===== src/rtl/ibpfc_pkg.sv =====
package ibpfc_pkg;

  localparam int WIDTH_W  = 16;
  localparam int HALF_W   = 7;
  localparam int SYMBOL_W = 4;
  localparam int COUNT_W  = 8;
  localparam int NUM_DIRS = 6;
  localparam int NUM_WIN  = 8;
  localparam int CENTER_W = 10;

  localparam logic [HALF_W-1:0] HALF_WIDTH_RESET = 7'd15;

  // Symbol codes as reported on the result channel
  localparam logic [SYMBOL_W-1:0] SYM_HEADER   = 4'd0;
  localparam logic [SYMBOL_W-1:0] SYM_LONG_R   = 4'd1;
  localparam logic [SYMBOL_W-1:0] SYM_LONG_C   = 4'd2;
  localparam logic [SYMBOL_W-1:0] SYM_LONG_L   = 4'd3;
  localparam logic [SYMBOL_W-1:0] SYM_SHORT_R  = 4'd4;
  localparam logic [SYMBOL_W-1:0] SYM_SHORT_C  = 4'd5;
  localparam logic [SYMBOL_W-1:0] SYM_SHORT_L  = 4'd6;
  localparam logic [SYMBOL_W-1:0] SYM_TAIL     = 4'd7;
  localparam logic [SYMBOL_W-1:0] SYM_ERROR    = 4'd8;
  localparam logic [SYMBOL_W-1:0] SYM_NONE     = 4'd9;

  localparam logic ACT_PULSE     = 1'b0;
  localparam logic ACT_BURST_END = 1'b1;

  // Windows listed lowest priority first: the last listed match wins
  localparam logic [NUM_WIN-1:0][CENTER_W-1:0] WIN_CENTER = {
    10'd750, 10'd650, 10'd550, 10'd75, 10'd150, 10'd225, 10'd825, 10'd1000
  };
  localparam logic [NUM_WIN-1:0][SYMBOL_W-1:0] WIN_CODE = {
    SYM_SHORT_L, SYM_SHORT_C, SYM_SHORT_R, SYM_LONG_L,
    SYM_LONG_C, SYM_LONG_R, SYM_TAIL, SYM_HEADER
  };

  typedef logic [NUM_DIRS-1:0][COUNT_W-1:0] counts_t;

  // One classified request presented to the frame tracker
  typedef struct packed {
    logic                fire;
    logic                action;
    logic [SYMBOL_W-1:0] symbol;
  } step_req_t;

endpackage


===== src/rtl/ir_beacon_pulse_frame_counter_core.sv =====
// Channel | Direction | Handshake             | Payload
// in      | input     | in_valid / in_ready   | in_action, in_pulse_width
// out     | output    | out_valid / out_ready | out_symbol, out_frame_committed, six counts
// cfg     | input     | cfg_we (no wait)      | cfg_wdata (window half width)
//
// Input reg feeds result reg; one request per cycle sustained unless out_ready stalls.
// Throughput is set by the single classify + counter-update pass between the input
// register and the result register.
// Synchronous active-low reset: frame phase waits for header, all counts zero,
// half width 15, both register stages empty.
// A stalled result holds both stages; in_ready drops only when both are full.
module ir_beacon_pulse_frame_counter_core
  import ibpfc_pkg::*;
(
  input  logic                clk,
  input  logic                rst_n,

  input  logic                in_valid,
  output logic                in_ready,
  input  logic                in_action,
  input  logic [WIDTH_W-1:0]  in_pulse_width,

  output logic                out_valid,
  input  logic                out_ready,
  output logic [SYMBOL_W-1:0] out_symbol,
  output logic                out_frame_committed,
  output logic [COUNT_W-1:0]  out_long_right_count,
  output logic [COUNT_W-1:0]  out_long_center_count,
  output logic [COUNT_W-1:0]  out_long_left_count,
  output logic [COUNT_W-1:0]  out_short_right_count,
  output logic [COUNT_W-1:0]  out_short_center_count,
  output logic [COUNT_W-1:0]  out_short_left_count,

  input  logic                cfg_we,
  input  logic [HALF_W-1:0]   cfg_wdata
);

  // Window half width register
  logic [HALF_W-1:0] half_width_r;

  // Input stage
  logic               in_vld_r;
  logic               in_action_r;
  logic [WIDTH_W-1:0] in_width_r;

  // Result stage
  logic                out_vld_r;
  logic [SYMBOL_W-1:0] out_symbol_r;
  logic                out_commit_r;

  logic                out_advance;
  logic                fire;
  logic [SYMBOL_W-1:0] class_symbol;
  logic [SYMBOL_W-1:0] result_symbol;
  logic                commit;
  step_req_t           step_req;
  counts_t             committed;

  // Result stage can load when empty or being drained this cycle
  assign out_advance = !out_vld_r || out_ready;
  assign fire        = in_vld_r && out_advance;
  assign in_ready    = !in_vld_r || out_advance;

  always_ff @(posedge clk) begin
    if (!rst_n) begin
      half_width_r <= HALF_WIDTH_RESET;
    end else if (cfg_we) begin
      half_width_r <= cfg_wdata;
    end
  end

  // Capture the request; payload needs no reset
  always_ff @(posedge clk) begin
    if (!rst_n) begin
      in_vld_r <= 1'b0;
    end else if (in_ready) begin
      in_vld_r <= in_valid;
    end
  end

  always_ff @(posedge clk) begin
    if (in_ready && in_valid) begin
      in_action_r <= in_action;
      in_width_r  <= in_pulse_width;
    end
  end

  ibpfc_classify u_classify (
    .pulse_width_i (in_width_r),
    .half_width_i  (half_width_r),
    .symbol_o      (class_symbol)
  );

  // Burst end reports no symbol
  assign result_symbol = (in_action_r == ACT_BURST_END) ? SYM_NONE : class_symbol;

  assign step_req = '{fire: fire, action: in_action_r, symbol: class_symbol};

  ibpfc_frame u_frame (
    .clk         (clk),
    .rst_n       (rst_n),
    .req_i       (step_req),
    .commit_o    (commit),
    .committed_o (committed)
  );

  // Hold the result until taken; committed counts update on the same edge
  always_ff @(posedge clk) begin
    if (!rst_n) begin
      out_vld_r <= 1'b0;
    end else if (out_advance) begin
      out_vld_r <= in_vld_r;
    end
  end

  always_ff @(posedge clk) begin
    if (fire) begin
      out_symbol_r <= result_symbol;
      out_commit_r <= commit;
    end
  end

  assign out_valid              = out_vld_r;
  assign out_symbol             = out_symbol_r;
  assign out_frame_committed    = out_commit_r;
  assign out_long_right_count   = committed[0];
  assign out_long_center_count  = committed[1];
  assign out_long_left_count    = committed[2];
  assign out_short_right_count  = committed[3];
  assign out_short_center_count = committed[4];
  assign out_short_left_count   = committed[5];

  a_stall_holds_input: assert property (@(posedge clk) disable iff (!rst_n)
    (in_vld_r && !out_advance) |=> in_vld_r)
    else $error("pending request lost during output stall");

  a_fire_loads_result: assert property (@(posedge clk) disable iff (!rst_n)
    fire |=> out_vld_r)
    else $error("processed request produced no result");

  a_commit_flag_is_tail: assert property (@(posedge clk) disable iff (!rst_n)
    (out_vld_r && out_commit_r) |-> out_symbol_r == SYM_TAIL)
    else $error("commit flag on non-tail result");

endmodule


===== src/rtl/ibpfc_classify.sv =====
module ibpfc_classify
  import ibpfc_pkg::*;
(
  input  logic [WIDTH_W-1:0]  pulse_width_i,
  input  logic [HALF_W-1:0]   half_width_i,
  output logic [SYMBOL_W-1:0] symbol_o
);

  logic [NUM_WIN-1:0] hit;
  logic [WIDTH_W:0]   width_plus_h;

  assign width_plus_h = {1'b0, pulse_width_i} + {{(WIDTH_W+1-HALF_W){1'b0}}, half_width_i};

  // Strict window: center - h < width < center + h
  always_comb begin
    for (int k = 0; k < NUM_WIN; k++) begin
      hit[k] = (width_plus_h > {{(WIDTH_W+1-CENTER_W){1'b0}}, WIN_CENTER[k]}) &&
               ({1'b0, pulse_width_i} <
                ({{(WIDTH_W+1-CENTER_W){1'b0}}, WIN_CENTER[k]} +
                 {{(WIDTH_W+1-HALF_W){1'b0}}, half_width_i}));
    end
  end

  always_comb begin
    symbol_o = SYM_ERROR;
    for (int k = NUM_WIN - 1; k >= 0; k--) begin
      if (hit[k]) symbol_o = WIN_CODE[k];
    end
  end

endmodule


===== src/rtl/ibpfc_frame.sv =====
module ibpfc_frame
  import ibpfc_pkg::*;
(
  input  logic      clk,
  input  logic      rst_n,
  input  step_req_t req_i,
  output logic      commit_o,
  output counts_t   committed_o
);

  typedef enum logic [1:0] {
    PH_WAIT    = 2'd0,
    PH_COLLECT = 2'd1,
    PH_CLOSED  = 2'd2
  } phase_t;

  phase_t  phase_r, phase_nxt;
  counts_t running_r, running_nxt;
  counts_t committed_r, committed_nxt;

  always_comb begin
    phase_nxt     = phase_r;
    running_nxt   = running_r;
    committed_nxt = committed_r;
    commit_o      = 1'b0;
    if (req_i.fire) begin
      if (req_i.action == ACT_BURST_END) begin
        running_nxt = '0;
        phase_nxt   = PH_WAIT;
      end else begin
        unique case (phase_r)
          PH_WAIT: begin
            if (req_i.symbol == SYM_HEADER) phase_nxt = PH_COLLECT;
          end
          PH_COLLECT: begin
            case (req_i.symbol) inside
              [SYM_LONG_R:SYM_SHORT_L]: begin
                for (int d = 0; d < NUM_DIRS; d++) begin
                  if (req_i.symbol == SYM_LONG_R + SYMBOL_W'(d) &&
                      running_r[d] != '1) begin
                    running_nxt[d] = running_r[d] + COUNT_W'(1);
                  end
                end
              end
              SYM_TAIL: begin
                committed_nxt = running_r;
                commit_o      = 1'b1;
                phase_nxt     = PH_CLOSED;
              end
              SYM_HEADER: begin
                running_nxt = '0;
                phase_nxt   = PH_CLOSED;
              end
              default: ;
            endcase
          end
          default: ;
        endcase
      end
    end
  end

  always_ff @(posedge clk) begin
    if (!rst_n) begin
      phase_r     <= PH_WAIT;
      running_r   <= '0;
      committed_r <= '0;
    end else begin
      phase_r     <= phase_nxt;
      running_r   <= running_nxt;
      committed_r <= committed_nxt;
    end
  end

  assign committed_o = committed_r;

  a_commit_is_tail: assert property (@(posedge clk) disable iff (!rst_n)
    commit_o |-> (req_i.symbol == SYM_TAIL && phase_r == PH_COLLECT))
    else $error("commit without tail while collecting");

  a_commit_copies: assert property (@(posedge clk) disable iff (!rst_n)
    commit_o |=> committed_r == $past(running_r))
    else $error("committed counts differ from running counts");

  a_burst_end_clears: assert property (@(posedge clk) disable iff (!rst_n)
    (req_i.fire && req_i.action == ACT_BURST_END) |=> (running_r == '0 && phase_r == PH_WAIT))
    else $error("burst end did not rearm");

  a_wait_no_count: assert property (@(posedge clk) disable iff (!rst_n)
    (phase_r == PH_WAIT) |-> (running_r == '0))
    else $error("running counts nonzero while waiting for header");

endmodule

===== config.mk =====
export PLATFORM = sky130hd
export DESIGN_NAME = ir_beacon_pulse_frame_counter_core
export DESIGN_NICKNAME = d
export VERILOG_FILES = /design/src/rtl/ibpfc_pkg.sv /design/src/rtl/ir_beacon_pulse_frame_counter_core.sv /design/src/rtl/ibpfc_classify.sv /design/src/rtl/ibpfc_frame.sv
export SDC_FILE = /design/constraint.sdc
export NUM_CORES = 1
export LEC_CHECK = 0
export BUFFER_PORTS_ARGS = -buffer_cell sky130_fd_sc_hd__buf_2
export CAP_MARGIN = 20
export CORE_MARGIN = 5
export CORE_UTILIZATION = 50
export DETAILED_ROUTE_END_ITERATION = 7
export GPL_TIMING_DRIVEN = 0
export PLACE_DENSITY = 0.79
export RECOVER_POWER = 50
export SETUP_SLACK_MARGIN = 0.15
export SYNTH_ARGS = -nofsm -noshare
export SYNTH_HDL_FRONTEND = slang
export SYNTH_SLANG_ARGS = --single-unit

===== constraint.sdc =====
create_clock -name clk -period 4.58 [get_ports clk]
set_clock_uncertainty 0.2 [all_clocks]
set_input_delay 0.458 -clock clk [delete_from_list [all_inputs] [get_ports clk]]
set_output_delay 0.458 -clock clk [all_outputs]
set_load 0.05 [all_outputs]

==> results of run 1 <==
[power breakdown]
| part | switching (mW) | internal [mW] |
|---|---|---|
| clock | 0.559 | 0.753 |
| combinational | 0.363 | 0.235 |
| sequential | 0.0220 | 1.17 |
[flip-flops by register name, indices dropped and copies added, names as in the netlist]
register and cells:
out_frame_committed 1, out_symbol 4, half_width_r 7, u_frame.committed_o 48, u_frame.running_r 48, in_width_r 16, out_valid 1, in_action_r 1
u_frame.phase_r 2, in_vld_r 1
[how the worst max path moves through the flow]
stage | startpoint | slack (ps) | end
2_1_floorplan | half_width_r[2] | 320 | u_frame.running_r[23]
3_3_place_gp | half_width_r[2] | -410 | u_frame.running_r[44]
3_5_place_dp | half_width_r[2] | -510 | u_frame.running_r[44]
4_1_cts | half_width_r[0] | 170 | u_frame.running_r[24]
5_1_grt | in_width_r[5] | 10 | u_frame.phase_r[0]
6_report | in_width_r[5] | 130 | u_frame.phase_r[0]
[what timing repair did]
action,4_1_cts,5_1_grt
hold buffers,7,0
resized for setup,50,81
hold endpoints to repair,7,0
pin swaps,9,26
gates cloned,0,2
setup buffers,24,25
setup endpoints to repair,97,93
[cell usage in the layout, fill, tap and decap left out, types with 8 or more instances in the layout]
cell type	instances
dfxtp_1	103
nor2_1	97
ha_1	76
clkbuf_1	72
nand2_1	61
a21oi_1	53
mux2i_1	53
buf_4	48
nand3_1	39
buf_2	34
o21ai_0	33
o21ai_1	32
inv_1	24
edfxtp_1	22
and3_1	21
xnor2_1	20
a31oi_1	17
clkbuf_16	17
o211ai_1	14
nand4_1	13
a21o_1	12
o31ai_1	12
nor3_1	11
nor2b_1	10
xor2_1	9
buf_6	9
or3_1	8
o21a_1	8
and2_1	8
[Yosys cell counts, types with 4 or more instances]
cell type	number
xor2_1	12
nand3b_1	6
a211oi_1	7
xnor2_1	20
and2_1	10
a21o_1	13
a31oi_1	18
o21ai_1	27
nor3_1	11
ha_1	79
clkbuf_1	21
buf_2	19
o31ai_1	13
nand4_1	13
and3_1	23
o21ai_0	39
nand2_1	65
nor2_1	99
or3_1	9
nand2b_1	7
o21a_1	9
a221oi_1	4
o211a_1	4
a21oi_2	4
o211ai_1	14
nand3_1	40
mux2i_1	53
or4_1	7
edfxtp_1	22
a22oi_1	4
o2111ai_1	5
dfxtp_1	107
a21oi_1	59
nor2b_1	11
inv_1	26
[through the flow]
stage | power (mW) | instances
after floorplan | 1.56 | 966
after global placement | 1.67 | 1268
after detailed placement | 1.69 | 1268
after CTS | 3.02 | 1331
after global routing | 3.22 | 1358
final | 3.10 | 1358
[worst register-to-register path, delay by kind of cell (launching register included)]
family / cells / cell delay [ps]
compound gates: 7 / 1990
fa+ha+maj: 1 / 350
buf+inv: 3 / 550
flops: 1 / 460
simple gates: 4 / 820
[layer usage]
layer  global-route usage, %  up-vias
met5                       0        -
met4                    10.4        0
met3                    6.37      121
met2                    39.8      464
met1                    31.6     4020
li1                        -     3917
[kinds of logic (layout without fill, tap and decap cells)]
logic type | Yosys count | count (layout)
buf+inv | 77 | 249
xor+xnor | 32 | 32
compound gates | 269 | 269
flops | 129 | 129
fa+ha+maj | 80 | 80
simple gates | 325 | 325
mux | 54 | 54
[final cells by class]
type,count,area share (%)
Buffer,46,2.82
Multi-Input combinational cell,760,54.0
Clock buffer,18,4.02
Sequential cell,129,26.4
Timing Repair Buffer,140,7.79
Inverter,31,1.17
Tap cell,220,2.58
Clock inverter,14,1.22
==> impl_metrics.yaml, run 1 <==
outcome:
  status: "completed"
finish:
  area_growth_pct: 25.2
  fin_area_sq_um: 10700
  multiInputGateArea_sq_um: 5770
  nFillCells: 1307
  seqCellArea_sq_um: 2820
  antennaDiodeCount: 0
  drive_above_1_share_pct: 20.0
  finalNetCount: 1234
  finish.utilization_pct: 64.1
power:
  power_density_nw_per_um2: 291
  cellLeakagePower_nw: 4.13
  peakVddDrop_v: 0.000397
logic_synthesis:
  synth_ff_type: "dfxtp_1"
  synth_nets: 1075
  syn_area_sq_um: 8520
  synth_compound_area_share_pct: 22.3
  async_flop_share_pct: 0
  synth-simple-area-share_pct: 19.5
  yosys-top-cells-area: "dfxtp_1, ha_1, edfxtp_1"
  synth_adder_area_share_pct: 11.8
  yosysWarnings: 0
  synthMuxAreaShare_pct: 6.36
  yosysUniqueCellTypes: 91
  synth_area_per_cell_sq_um: 8.82
  synth_top_family_by_area: "compound AO/OA/AOI/OAI gates"
  synth_area_leader_cell: "dfxtp_1"
  syn_inst: 966
  synth.top_cell.area_share_pct: 25.1
  synth-edff-count: 22
  synth_seq_cells: 129
  synth_seq_area_share_pct: 32.9
  synthXorXnorAreaFrac_pct: 3.29
critical_path:
  path_delay_family: "compound AO/OA/AOI/OAI gates"
  r2r-start: "in_width_r[5]"
  cp.arrival_ps: 4600
  r2r-end: "u_frame.phase_r[0]"
  critPathCaptureType: "register"
  crit_fanout: 10
  crit_path_top_delay_cell: "edfxtp_1"
  critPathBufInv: 3
  required_ps: 4730
  crit_chain: "ha_1 > clkbuf_4 > a211oi_2 > nor3b_1 > a31oi_1 > nand2_2 > a311o_1 > a311oi_4 > buf_4 > buf_4 > nand2_1 > a21oi_1 > o21ai_0 > or3_1 > a21oi_1"
  worstRegToRegCells: 15
  crit_path_max_incr_delay_ps: 460
  cp_num_cells: 15
  path_class: "reg -> reg"
  startpoint_type: "register"
  r2r_slack_ps: 130
cts:
  cts_tree: "yes"
  cts.sinks: 129
  h-tree-depth: 4
  insertion_delay_ps: 430
  root_buffer: "clkbuf_16"
  clkTransAtPathRegs_ps: 60
  clock_path_buffers: 2
  numCtsBuffers: 17
floorplan:
  dieWidth_microns: 141
  die_area_sq_um: 19800
  io_pins: 84
  initial_core_util_pct: 51.2
  placement_rows: 47
  die_y_microns: 141
  core_area_sq_um: 16600
route:
  final_antenna_net_count: 0
  viasPerCell: 6.28
  dr_wl_met3_mm: 2.30
  wire_per_inst_microns: 19.7
  wl_met1_mm: 10.8
  highest_layer: "met4"
  dr_wl_met2_mm: 12.3
  drtPass1Iterations: 7
  num_vias: 8522
  drtIter0Drc: 888
  drc: 0
  wl_mm: 26.7
timing:
  setup_viol: 0
  maxSlewViolCount: 0
  min_period_over_period_pct: 97.2
  timing.hold.ws_ps: 9.19
  rsz0062_at_grt: "true"
  worst_pin_slew_ps: 1340
  maxSlewHeadroom_pct: 10.9
  fin_crit_ps: 4450
  hold_viol: 0
  fin_setup_tns_ps: 0
  fmax_ghz: 0.225
  setup_ws_ps: 126
global_routing:
  grt_max_degree: 18
  antenna_found_initial: 0
  overflow: 0
  grt_usage_pct: 24.8
  grt_first_pass_wirelength_mm: 40.0
  grt_pass1_vias: 7886
placement:
  place_ws_ps: -506
  io_buffers: 82
  placed_area_sq_um: 9210
  gp_congestion: 0.952
  post-dp-hpwl_mm: 17.0
min_path:
  worstHoldPathType: "in -> reg"
  min_to: "in_width_r[10]"
  hp-start: "in_pulse_width[10]"
  worstHoldPathCells: 1
run:
  cap_viol_max_count: 0
Note: power is estimated with default switching activity, not from simulation.
==> run 2, diff against run 1 <==
--- a/config.mk
+++ b/config.mk
@@ -10,7 +10,6 @@
 export CORE_MARGIN = 5
 export CORE_UTILIZATION = 50
 export DETAILED_ROUTE_END_ITERATION = 7
-export GPL_TIMING_DRIVEN = 0
 export PLACE_DENSITY = 0.79
 export RECOVER_POWER = 50
 export SETUP_SLACK_MARGIN = 0.15
==> run 2 against run 1 <==
  * The run now ends with max-capacitance violations, max-slew violations left
  * Worst setup slack better by 13 ps
  * Cell count is 1.5% higher
  * Routed wire length is 6.3% lower
  * Clock power is 13% higher
  * Power is 4.6% higher
  * First-iteration DRC count is 16% lower
  * Non-clock buffer count is 21 higher
  * Hold slack better by 11 ps
  * Sequential cell count stayed put
  * Clock-buffer cell count stayed put
  * Die area stayed put
  * Largest cell class unchanged
==> impl_metrics.yaml, run 2 (synthesized netlist as in run 1, its figures left out) <==
global_routing:
  antenna_found_initial: 0
  grt_usage_pct: 24.3
  grt_max_degree: 41
  grt_pass1_vias: 8010
  overflow: 0
  grt_first_pass_wirelength_mm: 39.3
timing:
  fin_setup_tns_ps: 0
  rsz0062_at_grt: "true"
  maxSlewHeadroom_pct: -14.5
  fin_crit_ps: 4440
  hold_viol: 0
  maxSlewViolCount: 35
  min_period_over_period_pct: 97.0
  setup_viol: 0
  timing.hold.ws_ps: 19.9
  fmax_ghz: 0.225
  worst_pin_slew_ps: 1720
  setup_ws_ps: 139
cts:
  h-tree-depth: 4
  clock_path_buffers: 2
  root_buffer: "clkbuf_16"
  numCtsBuffers: 17
  cts.sinks: 129
  clkTransAtPathRegs_ps: 70
  cts_tree: "yes"
  insertion_delay_ps: 440
min_path:
  worstHoldPathType: "in -> reg"
floorplan:
  io_pins: 84
  core_area_sq_um: 16600
  initial_core_util_pct: 51.2
  placement_rows: 47
  dieWidth_microns: 141
  die_y_microns: 141
  die_area_sq_um: 19800
run:
  cap_viol_max_count: 1
power:
  peakVddDrop_v: 0.000307
  power_density_nw_per_um2: 302
  cellLeakagePower_nw: 4.30
outcome:
  status: "finished, violations left"
  violations: "max-capacitance violations, max-slew violations"
route:
  wire_per_inst_microns: 18.2
  drtPass1Iterations: 5
  viasPerCell: 6.02
  drc: 0
  wl_mm: 25.0
  final_antenna_net_count: 0
  drtIter0Drc: 747
  num_vias: 8301
critical_path:
  crit_chain: "inv_1 > ha_2 > inv_2 > a21oi_1 > xnor2_1 > ha_1 > o2111a_1 > a21oi_1 > o21ai_0 > buf_4 > a21o_1 > o311a_1 > o21ai_2 > buf_4 > nor3_4 > nand3b_1 > or4_1 > nand3_1"
  critPathCaptureType: "register"
  required_ps: 4750
  r2r_slack_ps: 140
  path_delay_family: "compound AO/OA/AOI/OAI gates"
  path_class: "reg -> reg"
  crit_path_top_delay_cell: "or4_1"
  crit_fanout: 6
  crit_path_max_incr_delay_ps: 570
  startpoint_type: "register"
  critPathBufInv: 4
  cp.arrival_ps: 4610
placement:
  io_buffers: 83
  gp_congestion: 0.946
  placed_area_sq_um: 9760
  place_ws_ps: 135
  post-dp-hpwl_mm: 17.1
finish:
  seqCellArea_sq_um: 2810
  layout_common_cells: "buf_4, dfxtp_1, nor2_1"
  finish.utilization_pct: 64.5
  multiInputGateArea_sq_um: 5550
  antennaDiodeCount: 0
  nFillCells: 1345
  finalNetCount: 1255
  drive_above_1_share_pct: 19.5
  final_common_cell: "buf_4"
  area_growth_pct: 26.0
  fin_area_sq_um: 10700
-- run 2: final timing paths --
| path | endpoint | from | depth (start not counted) |
|---|---|---|---|
| worst max-delay path | u_frame.running_r[15] | half_width_r[2] | 18 |
| worst min-delay path | in_width_r[2] | in_pulse_width[2] | 1 |
| worst max register to register | u_frame.running_r[15] | half_width_r[2] | 18 |
| worst min register to register | u_frame.running_r[35] | u_frame.running_r[35] | 1 |
-- run 2: what timing repair did --
action | 4_1_cts | 5_1_grt
gates cloned | 0 | 2
endpoints found under the hold margin | 10 | 0
setup endpoints to repair | 9 | 97
pin swaps | 1 | 15
hold buffers | 10 | 0
resized for setup | 2 | 35
setup buffers | 2 | 17
-- run 2: final cells by class --
class | instances | share of cell area (%)
clock buffer | 18 | 4.00
clock inverter | 14 | 1.90
inverter | 31 | 1.08
multi-input combinational | 760 | 51.7
sequential | 129 | 26.1
tap | 220 | 2.56
timing repair buffer | 207 | 12.7
-- run 2: per-stage QoR --
stage / power, mW / instances
5_1_grt: 3.36 / 1379
4_1_cts: 3.22 / 1360
3_5_place_dp: 1.74 / 1316
3_3_place_gp: 1.73 / 1316
2_1_floorplan: 1.56 / 966
6_report: 3.25 / 1379
-- run 2: power by group --
| group | switching [mW] | internal (mW) | total [mW] |
|---|---|---|---|
| clock | 0.561 | 0.921 | 1.48 |
| combinational | 0.329 | 0.243 | 0.573 |
| sequential | 0.0191 | 1.17 | 1.19 |
-- run 2: metal layers --
layer | routed length [microns] | GRT usage, % | vias up | part of all wire, %
li1 | - | - | 3962 | -
met1 | 10900 | 31.0 | 3945 | 43
met2 | 12000 | 40.6 | 328 | 48
met3 | 1500 | 4.19 | 66 | 6.0
met4 | 733 | 10.1 | 0 | 2.9
met5 | 0 | 0 | - | 0
==> run 3, diff against run 2 <==
--- a/config.mk
+++ b/config.mk
@@ -5,12 +5,15 @@
 export SDC_FILE = /design/constraint.sdc
 export NUM_CORES = 1
 export LEC_CHECK = 0
+export ABC_AREA = 1
 export BUFFER_PORTS_ARGS = -buffer_cell sky130_fd_sc_hd__buf_2
 export CAP_MARGIN = 20
+export CELL_PAD_IN_SITES_DETAIL_PLACEMENT = 1
+export CELL_PAD_IN_SITES_GLOBAL_PLACEMENT = 1
 export CORE_MARGIN = 5
-export CORE_UTILIZATION = 50
+export CORE_UTILIZATION = 40
 export DETAILED_ROUTE_END_ITERATION = 7
-export PLACE_DENSITY = 0.79
+export PLACE_DENSITY = 0.85
 export RECOVER_POWER = 50
 export SETUP_SLACK_MARGIN = 0.15
 export SYNTH_ARGS = -nofsm -noshare
==> run 3 against run 2 <==
  * The flow still finishes with violations (max-capacitance violations, max-slew violations)
  * Worst setup slack better by 95 ps
  * Global-route usage decreased by 1.3 points
  * First-iteration DRC count down 18%
  * Cell count is 31% higher
  * Combinational power up 35%
  * Via count grew 18%
  * Power is 5.8% higher
  * Synthesized cell count is 42% higher
  * Synthesized area is 13% higher
  * Die area increased by 38%
  * Critical path type unchanged
  * Highest routed layer unchanged
==> impl_metrics.yaml, run 3 <==
critical_path:
  crit_path_top_delay_cell: "dfxtp_2"
  startpoint_type: "register"
  critPathLaunch: "half_width_r[1]"
  critPathBufInv: 5
  path_class: "reg -> reg"
  cp_num_cells: 26
  cp.arrival_ps: 4470
  path_delay_family: "simple AND/OR/NAND/NOR gates"
  r2r-start: "half_width_r[1]"
  crit_path_max_incr_delay_ps: 400
  critPathCaptureType: "register"
  worstRegToRegCells: 26
  crit_fanout: 11
  r2r_slack_ps: 230
  r2r-end: "u_frame.running_r[23]"
  required_ps: 4710
  critPathMostFrequentCell: "nand2_1"
floorplan:
  die_area_sq_um: 27200
  dieWidth_microns: 165
  placement_rows: 56
  die_y_microns: 165
  initial_core_util_pct: 40.8
  io_pins: 84
  core_area_sq_um: 23500
route:
  wire_per_inst_microns: 17.9
  num_vias: 9791
  drtIter0Drc: 613
  final_antenna_net_count: 0
  viasPerCell: 5.42
  drtPass1Iterations: 5
  drc: 0
  wl_mm: 32.4
logic_synthesis:
  yosysWarnings: 0
  async_flop_share_pct: 0
  synth_seq_area_share_pct: 29.2
  synth_ff_type: "dfxtp_1"
  synth.top_cell.area_share_pct: 22.3
  syn_inst: 1367
  synth_seq_cells: 129
  synth_area_leader_cell: "dfxtp_1"
  synth_area_per_cell_sq_um: 7.02
  yosysUniqueCellTypes: 47
  post-synth-top-count-cell: "nand2_1"
  yosys-top-cells-area: "dfxtp_1, nand2_1, ha_1"
  ys_top_cells_by_count: "nand2_1, inv_1, nor2_1, a21oi_1, nand3_1"
  synth-edff-count: 22
  syn_area_sq_um: 9600
  synth_nets: 1476
cts:
  root_buffer: "clkbuf_16"
  clkTransAtPathRegs_ps: 60
  cts_tree: "yes"
  h-tree-depth: 4
  cts.sinks: 129
  numCtsBuffers: 17
  clock_path_buffers: 2
  insertion_delay_ps: 440
timing:
  fin_crit_ps: 4350
  worst_pin_slew_ps: 2060
  maxSlewViolCount: 50
  fin_setup_tns_ps: 0
  min_period_over_period_pct: 94.9
  hold_viol: 0
  maxSlewHeadroom_pct: -37.6
  setup_viol: 0
  timing.hold.ws_ps: 26.4
  fmax_ghz: 0.230
  setup_ws_ps: 235
power:
  peakVddDrop_v: 0.000156
  cellLeakagePower_nw: 4.81
  switching_share_pct: 33.5
  seqPwrFrac_pct: 36.4
  intPower_mw: 2.28
  power_density_nw_per_um2: 302
  clock_power_share_pct: 41.1
  power_frac_comb_pct: 22.5
  power.switching_mw: 1.15
finish:
  finalNetCount: 1583
  nFillCells: 3075
  area_growth_pct: 18.4
  layout_common_cells: "nand2_1, inv_1, nor2_1"
  final_common_cell: "nand2_1"
  drive_above_1_share_pct: 13.2
  finish.utilization_pct: 48.3
global_routing:
  met1_usage_pct: 28.1
  top_usage_layer: "met2"
  grt_first_pass_wirelength_mm: 50.2
  grt_usage_pct: 23.0
  overflow: 0
  met3_usage_pct: 3.99
  grt_pass1_vias: 9901
  grt_max_degree: 50
  grtUsageMet2_pct: 41.2
  antenna_found_initial: 1
min_path:
  worstHoldPathCells: 1
  worstHoldPathType: "in -> reg"
  hp-start: "in_pulse_width[9]"
  min_to: "in_width_r[9]"
placement:
  post-dp-hpwl_mm: 22.4
  place_ws_ps: 130
  gp_congestion: 0.945
  io_buffers: 83
run:
  cap_viol_max_count: 1
outcome:
  status: "finished, violations left"
  violations: "max-capacitance violations, max-slew violations"
## run 3: cell types whose count changed after synthesis, sizes merged, moves of 18 or more
| cell | delta |
|---|---|
| nand3 | +92 |
| nand3b | +43 |
| and3 | -24 |
| a21oi | +82 |
| a31oi | -18 |
| xor2 | +33 |
| inv | +129 |
| nor2 | +49 |
| nand2 | +222 |
| mux2i | -53 |
## run 3: kinds of logic (layout without fill, tap and decap cells)
kind of cell | count (synthesis) | count (layout) | synth area share [%]
adder cells (fa/ha/maj) | 80 | 80 | 10.5
flip-flops | 129 | 129 | 29.2
other | 0 | 1 | 0
AO/OA/AOI/OAI | 244 | 244 | 13.7
XOR/XNOR | 48 | 48 | 4.38
buffers and inverters | 214 | 334 | 10.2
AND/OR/NAND/NOR | 652 | 652 | 32.0
## run 3: power by group through the flow
stage	clock (mW)	sequential, mW	combinational (mW)
finish	1.41	1.25	0.772
global route	1.48	1.25	0.857
CTS	1.43	1.25	0.703
detailed placement	0	1.27	0.682
global placement	0	1.27	0.649
floorplan	0	1.26	0.493
## run 3: layer usage
metal | vias to the layer above | share of wire [%]
li1 | 4741 | -
met1 | 4748 | 43
met2 | 243 | 50
met3 | 59 | 4.6
met4 | 0 | 2.2
met5 | - | 0
## run 3: worst max path at each step
stage,end
global placement,u_frame.running_r[9]
global route,u_frame.running_r[17]
detailed placement,u_frame.running_r[9]
floorplan,u_frame.running_r[23]
finish,u_frame.running_r[23]
CTS,u_frame.committed_o[24]
## run 3: timing repair
item / CTS / global route
hold buffers: 14 / 0
resized for setup: 3 / 51
hold endpoints to repair: 14 / 0
cloned: 0 / 4
endpoints found under the setup margin: 87 / 97
pin swaps: 1 / 8
buffers inserted: 1 / 13
## run 3: layout make-up
cell class                 instances  area (sq um)  share of cell area, %
timing repair buffer             144           993                   8.74
clock buffer                      19           433                   3.81
sequential                       129          2810                   24.7
clock inverter                    13           153                   1.34
multi-input combinational       1024          5970                   52.6
tap                              319           399                   3.51
inverter                         158           597                   5.25
antenna                            1          2.50                 0.0220
## run 3: metrics by stage
stage / cell area, sq um / cells / total power, mW
after detailed placement: 10300 / 1742 / 1.95
after CTS: 11000 / 1789 / 3.38
final: 11400 / 1807 / 3.43
after global routing: 11400 / 1807 / 3.59
after floorplan: 9600 / 1367 / 1.76
after global placement: 10300 / 1742 / 1.92
